===== config.mk =====
export PLATFORM = sky130hd
export DESIGN_NAME = sax_symbolizer_top_flat
export DESIGN_NICKNAME = d
export VERILOG_FILES = /design/src/design/sax_pkg.sv /design/src/design/sax_sample_if.sv /design/src/design/sax_result_if.sv /design/src/design/sax_front.sv /design/src/design/sax_queue.sv /design/src/design/sax_back.sv /design/src/design/sax_symbolizer_top.sv /design/src/flat_wrapper.sv
export SDC_FILE = /design/constraint.sdc
export NUM_CORES = 1
export LEC_CHECK = 0
export BUFFER_PORTS_ARGS = -buffer_cell sky130_fd_sc_hd__buf_2
export CAP_MARGIN = 25
export CORE_ASPECT_RATIO = 1.25
export CORE_MARGIN = 4
export CORE_UTILIZATION = 31
export DETAILED_ROUTE_END_ITERATION = 12
export PLACE_DENSITY = 0.53
export SETUP_SLACK_MARGIN = 0.1
export SYNTH_ARGS = -nofsm -noshare
export SYNTH_HDL_FRONTEND = slang
export SYNTH_SLANG_ARGS = --single-unit

===== constraint.sdc =====
create_clock -name i_clk -period 7.4 [get_ports i_clk]
set_clock_uncertainty 0.05 [all_clocks]
set_input_delay 1.48 -clock i_clk [delete_from_list [all_inputs] [get_ports i_clk]]
set_output_delay 1.48 -clock i_clk [all_outputs]
set_load 0.05 [all_outputs]

===== src/design/sax_pkg.sv =====
`timescale 1ns / 1ps

package sax_pkg;

    localparam int SAMPLE_W    = 16;
    localparam int MAX_SEGMENT = 256;
    localparam int SUM_W       = SAMPLE_W + $clog2(MAX_SEGMENT);
    localparam int CNT_W       = $clog2(MAX_SEGMENT + 1);
    localparam int SYM_W       = 4;
    localparam int ALPHA_W     = 4;
    localparam int CFG_IDX_W   = 1;
    localparam int CFG_DATA_W  = CNT_W;
    localparam int STEP_W      = $clog2(SUM_W);
    localparam int BP_MAX      = 7;
    localparam int BP_IDX_W    = $clog2(BP_MAX);
    localparam int QUEUE_DEPTH = 2;
    localparam int ALPHA_MIN   = 3;
    localparam int ALPHA_MAX   = 8;

    typedef logic [CFG_IDX_W-1:0] t_cfg_idx;
    localparam t_cfg_idx CFG_SEGMENT_LENGTH = 1'b0;
    localparam t_cfg_idx CFG_ALPHABET_SIZE  = 1'b1;

    // closed segment handed from the accumulator to the divider
    typedef struct packed {
        logic signed [SUM_W-1:0] sum;
        logic [CNT_W-1:0]        count;
        logic                    eos;
    } t_seg;

    typedef enum logic [1:0] {
        BK_IDLE,
        BK_DIV,
        BK_DONE
    } t_back_state;

    typedef logic signed [SAMPLE_W-1:0] t_bp_row [BP_MAX];

    // Gaussian breakpoints scaled by 4096, unused tail entries are zero
    localparam t_bp_row BP3 = '{-16'sd1761, 16'sd1761, 16'sd0, 16'sd0, 16'sd0, 16'sd0, 16'sd0};
    localparam t_bp_row BP4 = '{-16'sd2744, 16'sd0, 16'sd2744, 16'sd0, 16'sd0, 16'sd0, 16'sd0};
    localparam t_bp_row BP5 = '{-16'sd3441, -16'sd1024, 16'sd1024, 16'sd3441,
                                16'sd0, 16'sd0, 16'sd0};
    localparam t_bp_row BP6 = '{-16'sd3973, -16'sd1761, 16'sd0, 16'sd1761, 16'sd3973,
                                16'sd0, 16'sd0};
    localparam t_bp_row BP7 = '{-16'sd4383, -16'sd2335, -16'sd737, 16'sd737, 16'sd2335,
                                16'sd4383, 16'sd0};
    localparam t_bp_row BP8 = '{-16'sd4710, -16'sd2744, -16'sd1311, 16'sd0, 16'sd1311,
                                16'sd2744, 16'sd4710};

    function automatic logic signed [SAMPLE_W-1:0] breakpoint(
        input logic [ALPHA_W-1:0]  a,
        input logic [BP_IDX_W-1:0] idx
    );
        logic signed [SAMPLE_W-1:0] bp;
        unique case (a)
            4'd3:    bp = BP3[idx];
            4'd4:    bp = BP4[idx];
            4'd5:    bp = BP5[idx];
            4'd6:    bp = BP6[idx];
            4'd7:    bp = BP7[idx];
            default: bp = BP8[idx];
        endcase
        return bp;
    endfunction

endpackage


===== src/design/sax_sample_if.sv =====
`timescale 1ns / 1ps

interface sax_sample_if;
    logic                                 valid;
    logic                                 ready;
    logic signed [sax_pkg::SAMPLE_W-1:0]  sample;
    logic                                 end_of_sequence;

    modport source (output valid, output sample, output end_of_sequence, input ready);
    modport sink   (input valid, input sample, input end_of_sequence, output ready);
endinterface


===== src/design/sax_result_if.sv =====
`timescale 1ns / 1ps

interface sax_result_if;
    logic                                 valid;
    logic                                 ready;
    logic signed [sax_pkg::SAMPLE_W-1:0]  segment_mean;
    logic [sax_pkg::SYM_W-1:0]            symbol;
    logic [sax_pkg::CNT_W-1:0]            segment_count;
    logic                                 last_of_sequence;

    modport source (output valid, output segment_mean, output symbol,
                    output segment_count, output last_of_sequence, input ready);
    modport sink   (input valid, input segment_mean, input symbol,
                    input segment_count, input last_of_sequence, output ready);
endinterface


===== src/design/sax_front.sv =====
`timescale 1ns / 1ps

module sax_front (
    input  logic                        i_clk,
    input  logic                        i_rst_n,
    input  logic [sax_pkg::CNT_W-1:0]   i_len,
    sax_sample_if.sink                  i_smp,
    input  logic                        i_full,
    output logic                        o_push,
    output sax_pkg::t_seg               o_seg
);

    logic signed [sax_pkg::SUM_W-1:0] r_sum, n_sum, w_sum;
    logic [sax_pkg::CNT_W-1:0]        r_cnt, n_cnt, w_cnt;
    logic                             w_acc, w_close;

    assign i_smp.ready = !i_full;
    assign w_acc       = i_smp.valid && i_smp.ready;
    assign w_sum       = r_sum + sax_pkg::SUM_W'(i_smp.sample);
    assign w_cnt       = r_cnt + sax_pkg::CNT_W'(1);
    // a lowered length closes the segment at the next sample
    assign w_close     = i_smp.end_of_sequence || (w_cnt >= i_len);

    always_comb begin
        n_sum = r_sum;
        n_cnt = r_cnt;
        if (w_acc) begin
            if (w_close) begin
                n_sum = '0;
                n_cnt = '0;
            end else begin
                n_sum = w_sum;
                n_cnt = w_cnt;
            end
        end
    end

    assign o_push      = w_acc && w_close;
    assign o_seg.sum   = w_sum;
    assign o_seg.count = w_cnt;
    assign o_seg.eos   = i_smp.end_of_sequence;

    always_ff @(posedge i_clk) begin
        if (!i_rst_n) begin
            r_sum <= '0;
            r_cnt <= '0;
        end else begin
            r_sum <= n_sum;
            r_cnt <= n_cnt;
        end
    end

endmodule


===== src/design/sax_queue.sv =====
`timescale 1ns / 1ps

module sax_queue (
    input  logic          i_clk,
    input  logic          i_rst_n,
    input  logic          i_push,
    input  sax_pkg::t_seg i_seg,
    input  logic          i_pop,
    output sax_pkg::t_seg o_head,
    output logic          o_empty,
    output logic          o_full
);

    localparam int PTR_W  = $clog2(sax_pkg::QUEUE_DEPTH);
    localparam int FILL_W = $clog2(sax_pkg::QUEUE_DEPTH + 1);

    sax_pkg::t_seg     r_mem [sax_pkg::QUEUE_DEPTH];
    logic [PTR_W-1:0]  r_wr, r_rd;
    logic [FILL_W-1:0] r_fill;

    assign o_head  = r_mem[r_rd];
    assign o_empty = (r_fill == '0);
    assign o_full  = (r_fill == FILL_W'(sax_pkg::QUEUE_DEPTH));

    always_ff @(posedge i_clk) begin
        if (i_push) begin
            r_mem[r_wr] <= i_seg;
        end
    end

    always_ff @(posedge i_clk) begin
        if (!i_rst_n) begin
            r_wr   <= '0;
            r_rd   <= '0;
            r_fill <= '0;
        end else begin
            if (i_push) begin
                r_wr <= (r_wr == PTR_W'(sax_pkg::QUEUE_DEPTH - 1)) ? '0 : r_wr + PTR_W'(1);
            end
            if (i_pop) begin
                r_rd <= (r_rd == PTR_W'(sax_pkg::QUEUE_DEPTH - 1)) ? '0 : r_rd + PTR_W'(1);
            end
            if (i_push && !i_pop) begin
                r_fill <= r_fill + FILL_W'(1);
            end else if (!i_push && i_pop) begin
                r_fill <= r_fill - FILL_W'(1);
            end
        end
    end

endmodule


===== src/design/sax_back.sv =====
`timescale 1ns / 1ps

module sax_back (
    input  logic                          i_clk,
    input  logic                          i_rst_n,
    input  logic [sax_pkg::ALPHA_W-1:0]   i_alpha,
    input  sax_pkg::t_seg                 i_head,
    input  logic                          i_empty,
    output logic                          o_pop,
    sax_result_if.source                  o_res
);

    sax_pkg::t_back_state r_state, n_state;

    logic [sax_pkg::CNT_W-1:0]          r_rem, r_div;
    logic [sax_pkg::SUM_W-1:0]          r_quo;
    logic [sax_pkg::STEP_W-1:0]         r_step;
    logic                               r_neg, r_eos;

    logic                               r_out_valid;
    logic signed [sax_pkg::SAMPLE_W-1:0] r_mean;
    logic [sax_pkg::SYM_W-1:0]          r_sym;
    logic [sax_pkg::CNT_W-1:0]          r_count;
    logic                               r_last;

    logic                               w_load;
    logic                               w_last_step;
    logic [sax_pkg::CNT_W:0]            w_part;
    logic                               w_ge;
    logic [sax_pkg::SUM_W-1:0]          w_mag, w_signed_quo;
    logic signed [sax_pkg::SAMPLE_W-1:0] w_mean;
    logic [sax_pkg::SYM_W-1:0]          w_sym;
    logic                               w_found;

    assign w_last_step = (r_step == sax_pkg::STEP_W'(sax_pkg::SUM_W - 1));

    always_comb begin
        n_state = r_state;
        unique case (r_state)
            sax_pkg::BK_IDLE: if (!i_empty) n_state = sax_pkg::BK_DIV;
            sax_pkg::BK_DIV:  if (w_last_step) n_state = sax_pkg::BK_DONE;
            sax_pkg::BK_DONE: if (!r_out_valid || o_res.ready) n_state = sax_pkg::BK_IDLE;
            default:          n_state = sax_pkg::BK_IDLE;
        endcase
    end

    always_comb begin
        o_pop  = 1'b0;
        w_load = 1'b0;
        unique case (r_state)
            sax_pkg::BK_IDLE: o_pop  = !i_empty;
            sax_pkg::BK_DONE: w_load = !r_out_valid || o_res.ready;
            default: ;
        endcase
    end

    // restoring divide on the magnitude, one quotient bit per cycle
    assign w_mag  = i_head.sum[sax_pkg::SUM_W-1] ? -i_head.sum : i_head.sum;
    assign w_part = {r_rem, r_quo[sax_pkg::SUM_W-1]};
    assign w_ge   = (w_part >= {1'b0, r_div});

    assign w_signed_quo = r_neg ? -r_quo : r_quo;
    assign w_mean       = w_signed_quo[sax_pkg::SAMPLE_W-1:0];

    // first breakpoint at or above the mean; the top interval otherwise
    always_comb begin
        w_sym   = i_alpha;
        w_found = 1'b0;
        for (int i = 0; i < sax_pkg::BP_MAX; i++) begin
            if (!w_found && (i < int'(i_alpha) - 1) &&
                (w_mean <= sax_pkg::breakpoint(i_alpha, sax_pkg::BP_IDX_W'(i)))) begin
                w_sym   = sax_pkg::SYM_W'(i + 1);
                w_found = 1'b1;
            end
        end
    end

    always_ff @(posedge i_clk) begin
        if (o_pop) begin
            r_neg  <= i_head.sum[sax_pkg::SUM_W-1];
            r_quo  <= w_mag;
            r_rem  <= '0;
            r_div  <= i_head.count;
            r_eos  <= i_head.eos;
            r_step <= '0;
        end else if (r_state == sax_pkg::BK_DIV) begin
            r_rem  <= w_ge ? sax_pkg::CNT_W'(w_part - {1'b0, r_div})
                           : w_part[sax_pkg::CNT_W-1:0];
            r_quo  <= {r_quo[sax_pkg::SUM_W-2:0], w_ge};
            r_step <= r_step + sax_pkg::STEP_W'(1);
        end
        if (w_load) begin
            r_mean  <= w_mean;
            r_sym   <= w_sym;
            r_count <= r_div;
            r_last  <= r_eos;
        end
    end

    always_ff @(posedge i_clk) begin
        if (!i_rst_n) begin
            r_state     <= sax_pkg::BK_IDLE;
            r_out_valid <= 1'b0;
        end else begin
            r_state <= n_state;
            if (w_load) begin
                r_out_valid <= 1'b1;
            end else if (o_res.ready) begin
                r_out_valid <= 1'b0;
            end
        end
    end

    assign o_res.valid            = r_out_valid;
    assign o_res.segment_mean     = r_mean;
    assign o_res.symbol           = r_sym;
    assign o_res.segment_count    = r_count;
    assign o_res.last_of_sequence = r_last;

endmodule


===== src/design/sax_symbolizer_top.sv =====
`timescale 1ns / 1ps

// channel   dir  transaction                                     handshake
// i_smp     in   sample (Q3.12), end_of_sequence                 valid/ready
// o_res     out  segment_mean, symbol, segment_count, last flag  valid/ready
// i_cfg_*   in   register write: index, data                     write enable
//
// Samples are taken one per cycle while the segment queue has room.
// Each closed segment goes through dispatch, a 24-step divider and load in
// the back end, one segment at a time, so short segments limit the rate.
// Synchronous active-low reset clears accumulator, queue and output valid.
// The output register lets the divider start the next segment while a result
// waits; the queue lets the front keep summing while the divider is busy.

module sax_symbolizer_top (
    input  logic                             i_clk,
    input  logic                             i_rst_n,
    input  logic                             i_cfg_we,
    input  logic [sax_pkg::CFG_IDX_W-1:0]    i_cfg_idx,
    input  logic [sax_pkg::CFG_DATA_W-1:0]   i_cfg_data,
    sax_sample_if.sink                       i_smp,
    sax_result_if.source                     o_res
);

    logic [sax_pkg::CNT_W-1:0]   r_seg_len;
    logic [sax_pkg::ALPHA_W-1:0] r_alpha;
    logic [sax_pkg::CNT_W-1:0]   w_len;
    logic [sax_pkg::ALPHA_W-1:0] w_alpha;

    logic          w_push, w_pop, w_empty, w_full;
    sax_pkg::t_seg w_seg_in, w_head;

    always_ff @(posedge i_clk) begin
        if (!i_rst_n) begin
            r_seg_len <= sax_pkg::CNT_W'(8);
            r_alpha   <= sax_pkg::ALPHA_W'(4);
        end else if (i_cfg_we) begin
            unique case (i_cfg_idx)
                sax_pkg::CFG_SEGMENT_LENGTH: r_seg_len <= i_cfg_data[sax_pkg::CNT_W-1:0];
                sax_pkg::CFG_ALPHABET_SIZE:  r_alpha   <= i_cfg_data[sax_pkg::ALPHA_W-1:0];
                default: ;
            endcase
        end
    end

    // zero length acts as one, lengths and alphabet sizes saturate
    always_comb begin
        if (r_seg_len == '0) begin
            w_len = sax_pkg::CNT_W'(1);
        end else if (r_seg_len > sax_pkg::CNT_W'(sax_pkg::MAX_SEGMENT)) begin
            w_len = sax_pkg::CNT_W'(sax_pkg::MAX_SEGMENT);
        end else begin
            w_len = r_seg_len;
        end
        if (r_alpha < sax_pkg::ALPHA_W'(sax_pkg::ALPHA_MIN)) begin
            w_alpha = sax_pkg::ALPHA_W'(sax_pkg::ALPHA_MIN);
        end else if (r_alpha > sax_pkg::ALPHA_W'(sax_pkg::ALPHA_MAX)) begin
            w_alpha = sax_pkg::ALPHA_W'(sax_pkg::ALPHA_MAX);
        end else begin
            w_alpha = r_alpha;
        end
    end

    sax_front u_front (
        .i_clk   (i_clk),
        .i_rst_n (i_rst_n),
        .i_len   (w_len),
        .i_smp   (i_smp),
        .i_full  (w_full),
        .o_push  (w_push),
        .o_seg   (w_seg_in)
    );

    sax_queue u_queue (
        .i_clk   (i_clk),
        .i_rst_n (i_rst_n),
        .i_push  (w_push),
        .i_seg   (w_seg_in),
        .i_pop   (w_pop),
        .o_head  (w_head),
        .o_empty (w_empty),
        .o_full  (w_full)
    );

    sax_back u_back (
        .i_clk   (i_clk),
        .i_rst_n (i_rst_n),
        .i_alpha (w_alpha),
        .i_head  (w_head),
        .i_empty (w_empty),
        .o_pop   (w_pop),
        .o_res   (o_res)
    );

endmodule

===== src/flat_wrapper.sv =====
// flat-port wrapper written by rule: the top's interface ports become plain ports
module sax_symbolizer_top_flat 
  (i_clk, i_rst_n, i_cfg_we, i_cfg_idx, i_cfg_data, i_smp_valid, i_smp_sample, i_smp_end_of_sequence, i_smp_ready, o_res_valid, o_res_segment_mean, o_res_symbol, o_res_segment_count, o_res_last_of_sequence, o_res_ready);
  sax_sample_if i_smp_i ();
  sax_result_if o_res_i ();
  input  logic i_clk;
  input  logic i_rst_n;
  input  logic i_cfg_we;
  input  logic [sax_pkg::CFG_IDX_W-1:0] i_cfg_idx;
  input  logic [sax_pkg::CFG_DATA_W-1:0] i_cfg_data;
  input wire logic [$bits(i_smp_i.valid)-1:0] i_smp_valid;
  input wire logic [$bits(i_smp_i.sample)-1:0] i_smp_sample;
  input wire logic [$bits(i_smp_i.end_of_sequence)-1:0] i_smp_end_of_sequence;
  output wire logic [$bits(i_smp_i.ready)-1:0] i_smp_ready;
  output wire logic [$bits(o_res_i.valid)-1:0] o_res_valid;
  output wire logic [$bits(o_res_i.segment_mean)-1:0] o_res_segment_mean;
  output wire logic [$bits(o_res_i.symbol)-1:0] o_res_symbol;
  output wire logic [$bits(o_res_i.segment_count)-1:0] o_res_segment_count;
  output wire logic [$bits(o_res_i.last_of_sequence)-1:0] o_res_last_of_sequence;
  input wire logic [$bits(o_res_i.ready)-1:0] o_res_ready;
  assign i_smp_i.valid = i_smp_valid;
  assign i_smp_i.sample = i_smp_sample;
  assign i_smp_i.end_of_sequence = i_smp_end_of_sequence;
  assign i_smp_ready = i_smp_i.ready;
  assign o_res_valid = o_res_i.valid;
  assign o_res_segment_mean = o_res_i.segment_mean;
  assign o_res_symbol = o_res_i.symbol;
  assign o_res_segment_count = o_res_i.segment_count;
  assign o_res_last_of_sequence = o_res_i.last_of_sequence;
  assign o_res_i.ready = o_res_ready;
  sax_symbolizer_top u_core (.i_clk(i_clk), .i_rst_n(i_rst_n), .i_cfg_we(i_cfg_we), .i_cfg_idx(i_cfg_idx), .i_cfg_data(i_cfg_data), .i_smp(i_smp_i), .o_res(o_res_i));
endmodule

**Yosys cells after proc, flatten, opt, wreduce, memory -nomap -nowiden**

Memory sizes are Yosys's and may differ from the RTL's. A register that Yosys moved wholly into a read port is not among the register bits.
Index checks and enable logic that the tools add are counted.

- Register bits after elaboration: 132
- Bits in writable memories: 68
- Output and inout bits: 32
- Word-level logic and storage cells: 158
- Memories: 1

- $add $sub $neg: 11
- Magnitude comparators: 19
- Eq/ne operators: 12
- Mux-type cells: 46
- Bitwise operators: 1
- Reduce and logical (&&, ||, !) cells: 46

Memory list:

| name | depth | width | read ports | clocked after memory_dff | write ports | RTL line | RTL |
|---|---|---|---|---|---|---|---|
| u_core.u_queue.r_mem | 2 | 34 | 1 | 1 | 1 | sax_queue.sv:17 | `sax_pkg::t_seg r_mem [sax_pkg::QUEUE_DEPTH];` |

Operators with widths:

| kind | count |
|---|---|
| 16-bit <= comparator | 7 |
| 24-bit 2-to-1 mux | 4 |
| 16-bit case mux with 5 select lines | 1 |
| 12-bit case mux with 3 select lines | 2 |
| 13-bit case mux with 5 select lines | 1 |
| 16-bit case mux with 4 select lines | 1 |
| 9-bit 2-to-1 mux | 4 |
| 13-bit case mux with 2 select lines | 1 |
| 24-bit by 16-bit adder with 24-bit output | 1 |
| 24-bit negator | 1 |
| 1-bit logical AND | 17 |
| 1-bit 2-to-1 mux | 17 |
| 4-bit by 3-bit == test with 1-bit output (second input constant) | 4 |
| 16-bit 2-to-1 mux | 1 |
| 16-bit negator | 1 |
| 4-bit by 5-bit less-than comparator with 1-bit output (first input constant) | 3 |
| 2-bit 2-to-1 mux | 7 |
| 13-bit 2-to-1 mux | 1 |
| 1-bit logical NOT | 11 |
| 10-bit by 9-bit greater-or-equal comparator with 1-bit output | 1 |
| 3-bit by 5-bit less-than comparator with 1-bit output (first input constant) | 2 |
| 9-bit by 1-bit adder with 9-bit output (second input constant) | 1 |
| 9-bit greater-or-equal comparator | 1 |
| 9-bit > comparator (second input constant) | 1 |
| other kinds (30) | 44 |

**Logic depth before layout (Yosys ltp)**

- Word-level depth: 32
- Depth in mapped cells: 19
- Depth with buffers taken out: 17

**Cells and area by module**

Synthesis repeated with hierarchy kept, for this count alone.

- Cell total of the unflattened synthesis: 1313
- Area total of the unflattened synthesis: 13006.2 um^2

By module, submodules not included:

| module | instances | cells an instance | area an instance (um^2) |
|---|---|---|---|
| sax_back | 1 | 752 | 6809.0 |
| sax_front | 1 | 357 | 2899.0 |
| sax_queue | 1 | 128 | 2671.3 |
| sax_symbolizer_top | 1 | 76 | 626.9 |

**Worst setup path before layout**

OpenSTA, ideal clock, no wires.

- Kind: reg-to-reg
- Start: register u_core.u_front.r_cnt[0] (netlist name)
- End: memory u_core.u_queue.r_mem[0][0] (netlist name) (enable)
- Data arrival time: 4470 ps
- Path slack: 2411 ps
- Stages on the path, launching flop included: 11
- Path buffers: 1
- Period minus slack after synthesis: 4989 ps
- Path through: dfxtp_1 -> ha_1 -> and3_1 -> nand3_1 -> xnor2_1 -> ha_1 -> nand3_1 -> o21ai_0 -> a21oi_1 -> clkbuf_1 -> nor3_1

RTL lines:

| item | RTL line | RTL |
|---|---|---|
| start, declared | sax_front.sv:14 | `logic [sax_pkg::CNT_W-1:0] r_cnt, n_cnt, w_cnt;` |
| start signal, assigned | sax_front.sv:49 | `r_cnt <= n_cnt;` |
| end, declared | sax_queue.sv:17 |  |

**Worst setup path after layout**

- Start: register u_core.u_back.r_quo[0] (netlist name)
- End: register u_core.u_back.r_sym (netlist bit u_core.u_back.o_res.symbol[0]), data pin

- Cells in the longest elaborated chain, start to end: 28
- Elaborated cells between the ends (all ways): 40

RTL lines:

| item | RTL line | RTL |
|---|---|---|
| start, declared | sax_back.sv:16 | `logic [sax_pkg::SUM_W-1:0] r_quo;` |
| start signal, assigned | sax_back.sv:81 | `r_quo <= w_mag;` |
| start signal, assigned | sax_back.sv:89 | `r_quo <= {r_quo[sax_pkg::SUM_W-2:0], w_ge};` |
| 16-bit negator * | sax_back.sv:62 | `assign w_signed_quo = r_neg ? -r_quo : r_quo;` |
| 16-bit 2-to-1 mux * | sax_back.sv:62 |  |
| named net u_core.u_back.w_signed_quo, one bit | sax_back.sv:30 | `logic [sax_pkg::SUM_W-1:0] w_mag, w_signed_quo;` |
| 16-bit <= comparator | sax_back.sv:71 | `(w_mean <= sax_pkg::breakpoint(i_alpha, sax_pkg::BP_IDX_W'(i)))) begin` |
| 1-bit logical AND | sax_back.sv:70 | `if (!w_found && (i < int'(i_alpha) - 1) &&` |
| 1-bit 2-to-1 mux | sax_back.sv:70 |  |
| 1-bit logical NOT | sax_back.sv:70 |  |
| 1-bit logical AND (2 in a row) | sax_back.sv:70 |  |
| [9 not listed] | n/a |  |
| 1-bit logical NOT | sax_back.sv:70 |  |
| 1-bit logical AND (2 in a row) | sax_back.sv:70 |  |
| 1-bit 2-to-1 mux | sax_back.sv:70 |  |
| 1-bit logical NOT | sax_back.sv:70 |  |
| 1-bit logical AND (2 in a row) | sax_back.sv:70 |  |
| 1-bit 2-to-1 mux | sax_back.sv:70 |  |
| 1-bit logical NOT | sax_back.sv:70 |  |
| 1-bit logical AND (2 in a row) | sax_back.sv:70 |  |
| end signal, assigned | sax_back.sv:94 | `r_sym <= w_sym;` |
| end, declared | sax_back.sv:22 | `logic [sax_pkg::SYM_W-1:0] r_sym;` |

The timed path passes the listed nets; every way through them passes the cells marked *.
A chain may end at the register's enable or synchronous reset.

==> impl_results.md <==
- Clock sink total: about 200
- Hold_buf cts: 0
- Max Clock Freq: between 150 and 200 MHz
- Leak: about 5.5 nW
- WL final: between 30 and 40 mm
- Setup CP Type: flip-flop to flip-flop
- Post-Syn Nets: roughly 1500
- CP required: 7.62 ns
- Antenna-violating nets left: 0
- Most frequent cells in the layout: edfxtp_1 (133), ha_1 (129), nand2_1 (117)
- Final WS setup: ~2.4 ns
- Post-route insts no fill: about 1900
- Sequential fraction of the synthesis area: 0.420
- Worst path arrival time: 5.23 ns
- Final period utilization: 0.676
- GRT Resource Usage Total: 0.140
- Clock Latency Late Sink: approximately 0.53 ns
- DRT Pass-1 Iters: 7
- Hold Fails Final Rpt: 0
- Area of the mapped netlist: 12800 sq um
- Worst Tran Pin Value: roughly 1.1 ns
- Crit end category: flip-flop
- Hold/Removal Path Class: flip-flop to flip-flop
- PD cells: ~380 nW/um^2
- Post-Synthesis Cells: between 1000 and 1500
- Overflow after GRT: 0
- Clock-pin slew on the worst setup and hold paths: 0.07 ns
- Starting DRT DRC Count: 558
- Num ports: 64
- Final setup viols: 0
- EDFF count, synth: approximately 130
- Dpl ws: about 2.4 ns
- Largest net degree at the start of global routing: 69
- Total number of yosys warnings: 0
- Ant diodes: 0
- DRC: 0
- Total Nets Final: between 1500 and 2000
- Max cap viols: 0
- Commonest non-fill, non-tap cell in the layout: edfxtp_1
- Post-DP HPWL: 23.5 mm
- VDD IR max: between 0.0001 and 0.00015 V
- Vias in the first global route: slightly below 10000
- Die Span Y: approximately 230 um
- Cts repair resizes: 0
- Setup Fix Bufs, Post-CTS: 0
- First-pass GRT wire length: between 50 and 60 mm
- Clk root buf: clkbuf_16
- Core area: 40400 sq um
- Worst slew margin: 0.224
- Setup TNS: 0 ns
- Fraction of layout cells with a size suffix above 1: 0.118
- Run status: finished clean
- Fin crit period: 5.01 ns
- H-tree Lvls: 1
- Area of the die: around 44000 sq um
- Initial antenna violation count: 0
- Area Growth Syn to Fin: 13.4%
- Syn Area/Cell: between 9 and 10 sq um
- Starting Density: 0.316
- Crit start category: flip-flop
- Inserted Clock Buffers: 24
- Row cnt: approximately 80
- Vias per inst: roughly 5.1
- Gp weighted congestion: 0.907
- Synth cell types: slightly above 80
- Top FF cell, synth: edfxtp_1
- Wire per inst: ~17 um
- Placed Cells: ~1900
- Unrepaired setup endpoints after global routing: no
- Synth Register Bits: roughly 200
- Crit Path Max Fanout: 9
- Asr flop ratio synth: 0
- Fin. max-slew vios: 0
- CTS tree: built
- Die Width: ~190 um
- Via Count: between 9000 and 10000
- Design Power: between 5 and 6 mW
- Number of port buffers: between 60 and 70
- Max clock buf depth: 3
metrics by stage:
step	hold slack [ns]	utilization	area, sq um
2_1_floorplan	0.350	-	12800
3_3_place_gp	0.352	0.339	13700
3_5_place_dp	0.356	0.339	13700
4_1_cts	0.372	0.358	14500
5_1_grt	0.389	0.358	14500
6_report	0.370	0.358	14500
synth_stat cells, types with 4 or more instances:
master | count | area share
dfxtp_1 | 68 | 0.11
or3_1 | 11 | 0.0054
o211ai_1 | 12 | 0.0071
o21a_1 | 17 | 0.010
nand2b_1 | 15 | 0.0074
a211oi_1 | 11 | 0.0065
ha_1 | 129 | 0.13
a31oi_1 | 10 | 0.0049
and2_1 | 12 | 0.0059
nand4_1 | 25 | 0.012
a22oi_1 | 5 | 0.0029
nand4b_1 | 5 | 0.0034
and3_1 | 13 | 0.0064
inv_1 | 61 | 0.018
clkbuf_1 | 35 | 0.010
a2111oi_0 | 4 | 0.0027
o21ai_0 | 76 | 0.030
nand2_1 | 117 | 0.034
mux2i_1 | 31 | 0.024
nor4_1 | 4 | 0.0020
nor2b_1 | 29 | 0.014
nor2_1 | 86 | 0.025
a21o_1 | 16 | 0.0094
nand3_1 | 42 | 0.016
a21oi_1 | 60 | 0.024
nor3b_1 | 6 | 0.0035
a22o_1 | 4 | 0.0027
nor3_1 | 29 | 0.011
o22ai_1 | 8 | 0.0039
nand3b_1 | 5 | 0.0029
mux2_2 | 14 | 0.012
o31ai_1 | 10 | 0.0059
o41ai_1 | 4 | 0.0027
or2_2 | 5 | 0.0025
edfxtp_1 | 133 | 0.31
xnor2_1 | 55 | 0.038
o21bai_1 | 4 | 0.0024
a21boi_0 | 30 | 0.018
xor2_1 | 16 | 0.011
power by group:
part	internal (mW)	switching, mW	leakage, nW	total (mW)
clock	0.641	0.499	0.366	1.14
sequential	1.51	0.161	1.79	1.67
combinational	1.09	1.66	3.35	2.75
total	3.23	2.32	5.50	5.55
state kept, by name (all words and copies together) (netlist names), 2 cells and up, named ones only:
| register | count |
|---|---|
| u_core.u_queue.r_mem | 68 |
| u_core.u_back.r_quo | 24 |
| u_core.u_front.r_sum | 24 |
| u_core.u_back.o_res.segment_mean | 16 |
| u_core.r_seg_len | 9 |
| u_core.u_back.o_res.segment_count | 9 |
| u_core.u_back.r_div | 9 |
| u_core.u_back.r_rem | 9 |
| u_core.u_front.r_cnt | 9 |
| u_core.u_back.r_step | 5 |
| u_core.r_alpha | 4 |
| u_core.u_back.o_res.symbol | 4 |
| u_core.u_back.r_state | 2 |
| u_core.u_queue.r_fill | 2 |
final timing paths:
check	startpoint	cells past startpoint	slack, ns	to
max	u_core.u_back.r_quo[0]	14	2.39	u_core.u_back.o_res.symbol[0]
min	u_core.u_back.r_eos	0	0.37	u_core.u_back.o_res.last_of_sequence
max reg2reg	u_core.u_back.r_quo[0]	14	2.39	u_core.u_back.o_res.symbol[0]
min reg2reg	u_core.u_back.r_eos	0	0.37	u_core.u_back.o_res.last_of_sequence
routing by layer:
metal  up-vias  routed length, um  global-route usage  part of all wire
met4         0                996              0.0463             0.031
li1       4907                  -                   -                 -
met5         -                  0                   0                 0
met1      4582              13900               0.173              0.44
met3        62               1090              0.0203             0.034
met2       166              15800               0.249              0.50
cell type report:
| type | count | area (sq um) |
|---|---|---|
| Timing Repair Buffer | 80 | 443 |
| Clock buffer | 25 | 604 |
| Multi-Input combinational cell | 980 | 6980 |
| Clock inverter | 19 | 161 |
| Tap cell | 546 | 683 |
| Sequential cell | 201 | 5360 |
| Inverter | 64 | 240 |
| Fill cell | 4153 | 26000 |
worst max-delay path, cell delays in order (launching register included):
cell      delay [ns]
edfxtp_1        0.45
inv_1           0.42
ha_1            0.32
or3b_1          0.35
a221oi_1        0.35
inv_1           0.32
ha_1            0.30
a211o_1         0.28
a21oi_1         0.16
or4bb_1         0.43
a21oi_2         0.24
and4b_1         0.26
a311oi_4        0.33
and4b_1         0.24
o31a_1          0.24
cells by family after synthesis:
family / count (synthesis) / share of synthesized area
simple gates: 424 / 0.169
compound gates: 309 / 0.162
flops: 201 / 0.420
fa+ha+maj: 131 / 0.130
buf+inv: 109 / 0.0346
xor+xnor: 71 / 0.0487
mux: 45 / 0.0367
No activity file was read; power rests on OpenSTA's default activity.
